File: src/rtl/wu256_pkg.sv
// Shared types and constants for the wide unsigned ALU.
package wu256_pkg;

  localparam int unsigned OPCODE_W = 5;
  localparam int unsigned LIMB_W   = 64;
  localparam int unsigned NLIMBS   = 4;

  typedef enum logic [4:0] {
    OP_AND = 5'd0, OP_OR = 5'd1, OP_XOR = 5'd2, OP_NOT = 5'd3,
    OP_SHL = 5'd4, OP_SHR = 5'd5, OP_ADD = 5'd6, OP_SUB = 5'd7,
    OP_MUL = 5'd8, OP_DIV = 5'd9, OP_MOD = 5'd10, OP_EQ = 5'd11,
    OP_NE = 5'd12, OP_GT = 5'd13, OP_LT = 5'd14, OP_GE = 5'd15,
    OP_LE = 5'd16, OP_BITLEN = 5'd17
  } opcode_t;

  typedef enum logic [2:0] {
    ST_IDLE, ST_LOAD, ST_ITER, ST_FINISH, ST_DONE
  } state_t;

  // controller to datapath
  typedef struct packed {
    logic load;    // capture operands
    logic init;    // clear iteration state, pick operation class
    logic step;    // one iteration of the multiply/divide loop
    logic finish;  // form the result
  } dp_cmd_t;

  // datapath to controller
  typedef struct packed {
    logic iterative; // operation needs the step loop
    logic last;      // final step being taken
  } dp_stat_t;

endpackage

File: src/rtl/wu256_ctrl.sv
// Controller: sequences load, iteration and result strobe.
module wu256_ctrl
  import wu256_pkg::*;
(
  input  logic     clk,
  input  logic     rst_n,
  input  logic     start,
  output logic     busy,
  output logic     done,
  output dp_cmd_t  cmd,
  input  dp_stat_t stat
);

  state_t state_r, state_nxt;

  // next state
  always_comb begin
    state_nxt = state_r;
    unique case (state_r)
      ST_IDLE:   if (start) state_nxt = ST_LOAD;
      ST_LOAD:   state_nxt = stat.iterative ? ST_ITER : ST_FINISH;
      ST_ITER:   if (stat.last) state_nxt = ST_FINISH;
      ST_FINISH: state_nxt = ST_DONE;
      ST_DONE:   state_nxt = ST_IDLE;
      default:   state_nxt = ST_IDLE;
    endcase
  end

  // outputs
  always_comb begin
    cmd  = '0;
    busy = 1'b1;
    done = 1'b0;
    unique case (state_r)
      ST_IDLE:   begin busy = 1'b0; cmd.load = start; end
      ST_LOAD:   cmd.init = 1'b1;
      ST_ITER:   cmd.step = 1'b1;
      ST_FINISH: cmd.finish = 1'b1;
      ST_DONE:   done = 1'b1;
      default:   ;
    endcase
  end

  always_ff @(posedge clk) begin
    if (!rst_n) state_r <= ST_IDLE;
    else        state_r <= state_nxt;
  end

endmodule

File: config.mk
export PLATFORM = sky130hd
export DESIGN_NAME = wu256_ctrl
export DESIGN_NICKNAME = d
export VERILOG_FILES = /design/src/rtl/wu256_pkg.sv /design/src/rtl/wu256_ctrl.sv
export SDC_FILE = /design/constraint.sdc
export NUM_CORES = 1
export LEC_CHECK = 0
export BUFFER_PORTS_ARGS = -buffer_cell sky130_fd_sc_hd__buf_4
export CELL_PAD_IN_SITES_DETAIL_PLACEMENT = 0
export CELL_PAD_IN_SITES_GLOBAL_PLACEMENT = 1
export CORE_AREA = 5 5 42 44
export CTS_CLUSTER_DIAMETER = 80
export DETAILED_ROUTE_END_ITERATION = 10
export DIE_AREA = 0 0 47 49
export GPL_TIMING_DRIVEN = 0
export PLACE_DENSITY = 0.54
export SLEW_MARGIN = 40
export SYNTH_ARGS = -nofsm -noshare
export SYNTH_HDL_FRONTEND = slang
export SYNTH_SLANG_ARGS = --single-unit
File: constraint.sdc
create_clock -name clk -period 2.7 [get_ports clk]
set_input_delay 0.135 -clock clk [delete_from_list [all_inputs] [get_ports clk]]
set_output_delay 0.135 -clock clk [all_outputs]
set_load 0.01 [all_outputs]
==> results of run 1 <==
-- worst paths after layout --
kind                                 start          to  slack, ps
worst max-delay path            state_r[1]      cmd[3]       1350
worst min-delay path                 rst_n  state_r[2]        180
worst max register to register  state_r[1]  state_r[0]       1780
worst min register to register  state_r[0]  state_r[2]        580
-- report_power, final --
group          switching [mW]  total (mW)  internal (mW)
combinational          0.0356      0.0780         0.0424
clock                  0.0245      0.0800         0.0555
sequential            0.00216      0.0523         0.0501
total                  0.0623       0.210          0.148
-- layout make-up --
| class | instances | area (um2) |
|---|---|---|
| well taps | 16 | 20.0 |
| fillers | 164 | 1100 |
| inverters | 2 | 7.51 |
| flip-flops and latches | 3 | 60.1 |
| repair buffers | 10 | 75.1 |
| clock buffers | 4 | 26.3 |
| multi-input cells | 14 | 97.6 |
| plain buffers | 2 | 16.3 |
-- worst max-delay path, cell delays in order, from the launching register on --
cell,delay (ps)
dfxtp_1,280
buf_2,160
or3_4,340
nor2_2,80
buf_4,120
-- cell usage after synthesis (2+ instances only) --
cell | instances | area share [%]
nor2_1 | 3 | 6.2
nor3b_1 | 2 | 8.3
inv_1 | 2 | 4.1
dfxtp_1 | 3 | 33
-- cells by family (layout without fill, tap and decap cells) --
group,Yosys count,after routing
buffers and inverters,4,18
multiplexers,1,1
flip-flops,3,3
AO/OA/AOI/OAI,2,2
AND/OR/NAND/NOR,10,10
XOR/XNOR,1,1
-- layer usage --
metal | track usage, % | part of all wire (%)
met2 | 5.88 | 34
met4 | 5.53 | 0
met5 | 0 | 0
met1 | 5.27 | 51
met3 | 4.06 | 15
-- per-stage QoR --
step                      setup WS, ps  utilization, %
after floorplan                   1640               -
after global routing              1290            21.6
after CTS                         1330            21.6
after detailed placement          1590            19.7
final                             1350            21.6
after global placement            1600            19.7
==> summary.txt, run 1 <==
Yosys
  • Post-Synthesis Mean Instance Area: around 8.6 um2
  • Mapped Area: approximately 180 um2
  • Post-synth EDFFs: 0
  • Mux cell area share after synthesis: approximately 5.5%
  • Largest family of logic cells by synthesized area: simple AND/OR/NAND/NOR gates
  • Post-synthesis xor/xnor area fraction: approximately 4.8%
  • Post-synthesis simple-gate area fraction: roughly 32%
  • Library cells used by synthesis: 15
  • Ys async rst share: 0%
  • Syn Nets: 26
  • Main synth FF type: dfxtp_1
  • Synth Instances: 21
  • Synthesized-area fraction occupied by adder cells: 0%
  • Seq/Total Area, Yosys: 33.1%
  • Yosys reg bits: 3
  • Synth Area in Compound Gates: around 11%
  • Syn. warnings: 0

Power
  • Leak: about 0.14 nW
  • Total Power: between 200 and 250 uW
  • Worst vdd ir: 204 uV
  • P per Cell Area: about 690 mW/mm2

STA
  • Slew HR: between 80% and 90%
  • Final setup vio count: 0
  • Final hold slack: 180 ps
  • Final-report max-slew violation count: 0
  • Worst-case clock skew: roughly 3.3 ps
  • Final critical-path share of the clock period: between 40% and 50%
  • Max frequency: approximately 740 MHz
  • Final hold vios: 0
  • Fin Setup TNS: 0 ps
  • Tmin final: ~1300 ps
  • Least-Margin Pin Slew: between 150 and 200 ps
  • RSZ-0062 raised after global routing: no

Finish
  • Commonest non-fill, non-tap cells in the layout: 10 x buf_4, 3 x nor2_1, 3 x clkbuf_4, 3 x dfxtp_1
  • Post-route insts no fill: around 50
  • Nets: 41
  • Regs by FF count: state_r: 3 flops
  • Ratio of cells with drive above 1 in the final layout: around half
  • Final Cell Area: just over 300 um2
  • Commonest non-fill, non-tap cell in the layout: buf_4
  • Biggest register: state_r
  • Area growth from synthesis to layout: 66.9%
  • Diode count: 0
  • Max FFs per register: 3

Global route
  • GRT Overall Usage: 5.14%
  • Vias in the first global route: approximately 200
  • Pin count of the biggest net entering global routing: 9
  • Initial antenna violation count: 0
  • Final global-route overflow total: 0
  • Global-route wire length before repair: 793 um

Detailed routing
  • Drt pass-1 iters: 2
  • Vias per cell: ~3.5
  • Drt drc: 0
  • Iter 0 DRT Violations: 2
  • Post-Route WL: between 400 and 500 um
  • DRT antenna net count: 0
  • Routed WL per cell: roughly 9.2 um
  • Via count: roughly 180

Clock network
  • CTS tree: yes
  • # clock sinks: 3
  • CTS Hold Bufs: 0
  • Clock buffer depth: 2
  • Clk_lat worst skew: roughly 230 ps
  • Root buf cell: clkbuf_4
  • H-tree lvl count: 1
  • Total CTS buffers: 3
  • Post-CTS Resized: 0
  • Clock slew at reported path FFs: about 40 ps
  • Setup repair bufs after CTS: 0

Hold path
  • Worst min-delay path category: in -> reg
  • Hold Crit Depth: 3

Setup path
  • Worst-path fanout max: 8
  • Req. time, crit path: 2570 ps
  • Critical path startpoint category: flop
  • R2R depth: 3
  • Setup Crit Path Kind: reg -> out
  • Crit path capture type: output port
  • WP data arrival: 1210 ps

Place
  • IO buf count: 10
  • DP Area: between 200 and 300 um2
  • GP Congestion: about 0.78
  • Final HPWL DP: ~360 um
  • Placed Cells: between 40 and 50

Run
  • Max cap viols: 0

Die
  • Boundary Pins: 11
  • Initial Utilization: 12.9%
  • Num rows: 14
  • Total die area: 0.00230 mm2
  • Die height: a little under 50 um
  • Die Wd: around 47 um
  • Core area: between 0.001 and 0.0015 mm2

Status
  • Status: finished, final reports clean
No activity file was read; power rests on OpenSTA's default activity.
==> run 2: changes to the inputs <==
Settings changed: PLACE_DENSITY 0.54 to 0.55.
Clock period 2.7 ns to 1.1 ns, I/O delays scaled along.
==> run 2 against run 1 <==
The run now ends with negative setup slack left. Utilization grew 2.6 points. Via count grew 7.3%. Non-clock buffer count grew 1. Flip-flop and latch count is the same. Largest power group is now combinational cells.
==> summary.txt, run 2 (same netlist as run 1, synthesis figures left out) <==
Status
  • Status: complete, but fails checks
  • Failing checks: negative setup slack

Global route
  • Final global-route overflow total: 0 (unchanged)
  • Initial antenna violation count: 0 (unchanged)
  • Global-route wire length before repair: 800 um (+0.88%)
  • Pin count of the biggest net entering global routing: 9 (unchanged)
  • Vias in the first global route: 190 (-4.0%)
  • GRT Overall Usage: 5.13% (-0.011 points)

Die
  • Num rows: 14 (unchanged)
  • Total die area: 0.00230 mm2 (unchanged)
  • Die height: 49 um (unchanged)
  • Initial Utilization: 12.9% (unchanged)
  • Die Wd: 47 um (unchanged)
  • Boundary Pins: 11 (unchanged)
  • Core area: 0.00140 mm2 (unchanged)

Setup path
  • Crit-path slowest cell: or3_4
  • WP data arrival: 1140 ps (-70 ps)
  • Worst Setup SP: state_r[2]
  • Critical path startpoint category: flop
  • Worst-path fanout max: 2 (-6)
  • Reg-to-Reg Start: state_r[2]
  • Crit path capture type: output port
  • Req. time, crit path: 1040 ps (-1530 ps)
  • CP cell instances: or3_4 > nor2_2 > buf_4
  • Setup Crit Path Kind: reg -> out
  • CP max stage delay: 380 ps (+40 ps)

Finish
  • Ratio of cells with drive above 1 in the final layout: 72.2% (+21 points)
  • Regs by FF count: state_r: 3 flops
  • Filler cells: 170 (+3.7%)
  • Biggest register: state_r
  • Area growth from synthesis to layout: 86.9%
  • Commonest non-fill, non-tap cell in the layout: buf_4
  • Commonest non-fill, non-tap cells in the layout: 12 x buf_4, 3 x nor2_1, 3 x clkbuf_4
  • Max FFs per register: 3 (unchanged)
  • FF/Latch Area: 68.8 um2 (+15%)
  • Final Util: 24.2% (+2.6 points)
  • Diode count: 0 (unchanged)
  • Post-route insts no fill: 52 (+2.0%)
  • Nets: 42 (+2.4%)
  • Multi-input logic area: 113 um2 (+15%)

Power
  • P per Cell Area: 1570 mW/mm2 (+130%)
  • Leak: 0.155 nW (+11%)
  • Worst vdd ir: 457 uV (+120%)
  • Total Power: 533 uW (+150%)

Detailed routing
  • Via count: 190 (+7.3%)
  • DRT antenna net count: 0 (unchanged)
  • Post-Route WL: 521 um (+11%)
  • Iter 0 DRT Violations: 0 (-2)
  • Drt drc: 0 (unchanged)
  • Vias per cell: 3.65 (+5.3%)
  • Drt pass-1 iters: 1 (-1)
  • Routed WL per cell: 10.0 um (+9.0%)

STA
  • Final worst slack: -94.0 ps (-1450 ps)
  • RSZ-0062 raised after global routing: yes
  • Final critical-path share of the clock period: 109%
  • Slew HR: 88.8% (+0.42 points)
  • Final setup vio count: 2 (+2)
  • Final hold vios: 0 (unchanged)
  • Worst-case clock skew: 1.90 ps (-1.44 ps)
  • Least-Margin Pin Slew: 163 ps (-6.09 ps)
  • Tmin final: ~1200 ps
  • Final-report max-slew violation count: 0 (unchanged)
  • Max frequency: approximately 840 MHz
  • Fin Setup TNS: -146 ps (-146 ps)

Clock network
  • Total CTS buffers: 3 (unchanged)
  • H-tree lvl count: 1 (unchanged)
  • Root buf cell: clkbuf_4
  • Clock buffer depth: 2 (unchanged)
  • CTS tree: yes
  • # clock sinks: 3 (unchanged)
  • Clock slew at reported path FFs: 40 ps (about the same)
  • Clk_lat worst skew: 230 ps (about the same)

Hold path
  • Worst min-delay path category: in -> reg
  • Hold Startpoint: stat[1]

Place
  • Place WS: 70.9 ps (-1520 ps)
  • GP Congestion: 0.581 (-25%)
  • Placed Cells: 47 (unchanged)
  • IO buf count: 10 (unchanged)

Run
  • Max cap viols: 0 (unchanged)
[run 2: critical path, delay by kind of cell (launching register included)]
| family | cells | cell delay (ps) |
|---|---|---|
| simple gates | 2 | 460 |
| flops | 1 | 330 |
| buf+inv | 1 | 120 |
[run 2: power breakdown]
group | total (mW) | switching (mW) | internal, mW | leakage, nW
logic | 0.192 | 0.0790 | 0.113 | 0.114
registers | 0.149 | 0.0237 | 0.125 | 0.0264
clock network | 0.192 | 0.0557 | 0.136 | 0.0150
[run 2: cell type report]
type                            count  area share, %
Multi-Input combinational cell     14           33.2
Timing Repair Buffer               13           29.9
Sequential cell                     3           20.3
Clock buffer                        4           7.75
Tap cell                           16           5.90
Inverter                            2           2.95
[run 2: path summary, 6_finish.rpt]
path / to / slack [ps] / depth (start not counted)
max: cmd[3] / -90 / 3
min reg2reg: state_r[2] / 550 / 2
max reg2reg: state_r[0] / 180 / 3
min: state_r[0] / 100 / 3
[run 2: what timing repair did]
action                                  4_1_cts  5_1_grt
hold buffers                                  0        0
buffers inserted                              2        1
pin swaps                                     2        4
gates resized for setup                       7        4
endpoints found under the setup margin        4        6
endpoints found under the hold margin         0        0
[run 2: per-layer routing]
metal,vias up,GRT usage [%],routed length (um)
met1,83,6.11,233
met2,9,5.88,230
li1,98,-,-
met3,0,2.58,57
met5,-,0,0
met4,0,5.53,0
[run 2: stage by stage]
stage | hold WS [ps] | instance area, um2
after global routing | 103 | 339
after detailed placement | 346 | 277
final | 96.8 | 339
after floorplan | 199 | 181
after global placement | 349 | 277
after CTS | 88.6 | 320
==> run 3: changes to the inputs <==
Settings changed: ABC_AREA set to 1, PLACE_DENSITY 0.55 to 0.56.
==> run 3 against run 2 <==
The flow now finishes without violations. First-iteration DRC count grew 2. Via count rose by 5.8%. Non-clock buffer count decreased by 3. Die area is the same. Largest power group is now clock.
==> summary.txt, run 3 <==
Clock network
  • H-tree lvl count: 1 (unchanged)
  • Clock slew at reported path FFs: 40 ps (about the same)
  • Clock buffer depth: 2 (unchanged)
  • # clock sinks: 3 (unchanged)
  • Setup repair bufs after CTS: 0 (-2)
  • Clk_lat worst skew: 230 ps (about the same)
  • CTS tree: yes
  • CTS Hold Bufs: 0 (unchanged)
  • Root buf cell: clkbuf_4
  • Total CTS buffers: 3 (unchanged)

Die
  • Die height: 49 um (unchanged)
  • Initial Utilization: 11.4% (-1.5 points)
  • Total die area: 0.00230 mm2 (unchanged)
  • Core area: 0.00140 mm2 (unchanged)
  • Die Wd: 47 um (unchanged)
  • Num rows: 14 (unchanged)
  • Boundary Pins: 11 (unchanged)

Detailed routing
  • WL met1: 233 um (unchanged)
  • Wire length on met2: 191 um (-17%)
  • Iter 0 DRT Violations: 2 (+2)
  • Via count: 201 (+5.8%)
  • Post-Route WL: 491 um (-5.8%)
  • Metal3 WL: 66 um (+16%)
  • Drt pass-1 iters: 2 (+1)
  • DRT antenna net count: 0 (unchanged)
  • Drt drc: 0 (unchanged)
  • Routed WL per cell: 8.61 um (-14%)
  • Vias per cell: 3.53 (-3.5%)
  • Top layer used by detailed routing: met3

Finish
  • Area growth from synthesis to layout: 80.5%
  • Commonest non-fill, non-tap cells in the layout: 10 x buf_4, 6 x inv_1, 4 x nand3_1, 4 x nor2_1, 4 x nand2_1
  • Regs by FF count: state_r: 3 flops
  • Max FFs per register: 3 (unchanged)
  • Diode count: 0 (unchanged)
  • Final Util: 20.6% (-3.6 points)
  • Nets: 47 (+12%)
  • Commonest non-fill, non-tap cell in the layout: buf_4
  • Biggest register: state_r
  • Ratio of cells with drive above 1 in the final layout: 41.5% (-31 points)

Yosys
  • Yosys top cell by area: dfxtp_1
  • Syn. warnings: 0 (unchanged)
  • Library cells used by synthesis: 8 (-7)
  • Largest cells by area after synthesis: dfxtp_1 38%, inv_1 16%, nand3_1 13%, nor2_1 12%, nand2_1 9.4%
  • Seq/Total Area, Yosys: 37.5% (+4.4 points)
  • Top-count cell post-synth: inv_1
  • Yosys reg bits: 3 (unchanged)
  • Syn Nets: 32 (+23%)
  • Synth top area share: 37.5% (+4.4 points)
  • Main synth FF type: dfxtp_1
  • Synth Instances: 27 (+29%)
  • Post-synth EDFFs: 0 (unchanged)
  • Post-Synthesis Mean Instance Area: 5.93 um2 (-31%)
  • Mapped Area: 160 um2 (-12%)
  • Ys async rst share: 0% (unchanged)
  • Commonest cells post-synth: 7 x inv_1, 5 x nor2_1, 4 x nand2_1, 4 x nand3_1, 3 x dfxtp_1

Place
  • GP Congestion: 0.689 (+19%)
  • IO buf count: 10 (unchanged)
  • Final HPWL DP: around 360 um

STA
  • Fin Setup TNS: 0 ps (+146 ps)
  • Final hold vios: 0 (unchanged)
  • Tmin final: 1050 ps (-147 ps)
  • Final setup vio count: 0 (-2)
  • Final-report max-slew violation count: 0 (unchanged)
  • Final critical-path share of the clock period: 95.1% (-13 points)
  • Worst-case clock skew: 0.304 ps (-1.60 ps)
  • Max frequency: 955 MHz (+14%)
  • Least-Margin Pin Slew: 156 ps (-6.79 ps)
  • Slew HR: 89.5% (+0.68 points)

Power
  • Net Sw Power: 147 uW (-7.2%)
  • Worst vdd ir: 612 uV (+34%)
  • Internal power: 330 uW (-12%)
  • Total Power: 477 uW (-10%)
  • Clk network pwr share: 40.9% (+4.9 points)
  • Comb pwr share: 28.8% (-7.3 points)
  • Sequential share of power: 30.4% (+2.5 points)
  • P per Cell Area: 1650 mW/mm2 (+5.0%)
  • Leak: 0.162 nW (+4.4%)
  • Sw Ratio: 30.8% (+1.1 points)

Global route
  • Global-route wire length before repair: 800 um (unchanged)
  • Final global-route overflow total: 0 (unchanged)
  • Initial antenna violation count: 0 (unchanged)
  • Vias in the first global route: 200 (+5.3%)
  • GRT Overall Usage: 5.28% (+0.15 points)
  • Pin count of the biggest net entering global routing: 7 (-2)

Setup path
  • WP data arrival: 990 ps (-150 ps)
  • Setup Crit Path Kind: reg -> out
  • Critical path startpoint category: flop
  • Crit path capture type: output port
  • Req. time, crit path: 1040 ps (about the same)
  • Worst-path fanout max: 6 (+4)

Hold path
  • Worst min-delay path category: in -> reg

Status
  • Status: finished, final reports clean

Run
  • Max cap viols: 0 (unchanged)
[run 3: worst paths after layout]
path	startpoint	to	slack, ps	cells after the start
max	state_r[1]	cmd[3]	50	4
min	rst_n	state_r[1]	80	3
max reg2reg	state_r[0]	state_r[0]	330	4
min reg2reg	state_r[0]	state_r[2]	520	2
[run 3: final cells by class]
type	instances	area, um2
Clock buffer	4	26.3
Fill cell	177	1110
Inverter	7	26.3
Multi-Input combinational cell	17	76.3
Sequential cell	3	65.1
Tap cell	16	20.0
Timing Repair Buffer	10	75.1
[run 3: metrics by stage]
step / instance area (um2) / hold WS (ps) / cells / worst slack [ps]
after global routing: 289 / 84.8 / 57 / -8.95
after floorplan: 160 / 187 / 27 / 296
after CTS: 283 / 75.9 / 57 / 10.3
final: 289 / 84.5 / 57 / 53.4
after global placement: 255 / 319 / 53 / 246
after detailed placement: 255 / 321 / 53 / 253
[run 3: power groups by stage]
stage	Sequential, mW	Clock (mW)	Combinational, mW
finish	0.145	0.195	0.137
global placement	0.143	0	0.137
global route	0.151	0.216	0.154
floorplan	0.137	0	0.0728
CTS	0.142	0.203	0.138
detailed placement	0.143	0	0.136
[run 3: repair_timing]
action	CTS	global route
endpoints found under the setup margin	2	4
gates resized for setup	1	4
pin swaps	1	0
[run 3: cell families (layout without fill, tap and decap cells)]
family,count (synthesis),in the layout,synth area share (%)
and+or+nand+nor,15,15,39.8
buffers and inverters,7,21,16.4
DFF,3,3,37.5
AOI/OAI and AO/OA,2,2,6.24
[run 3: worst max-delay path, stage by stage (launching register included)]
cell     delay [ps]
dfxtp_4         350
nor2_2          120
nand2_1          80
nor2_1           90
buf_4           120
[run 3: metal layers]
metal  up-vias  global-route usage (%)
li1        111                       -
met1        81                    5.92
met2         9                    6.33
met3         0                    5.17
met4         0                    2.76
met5         -                       0
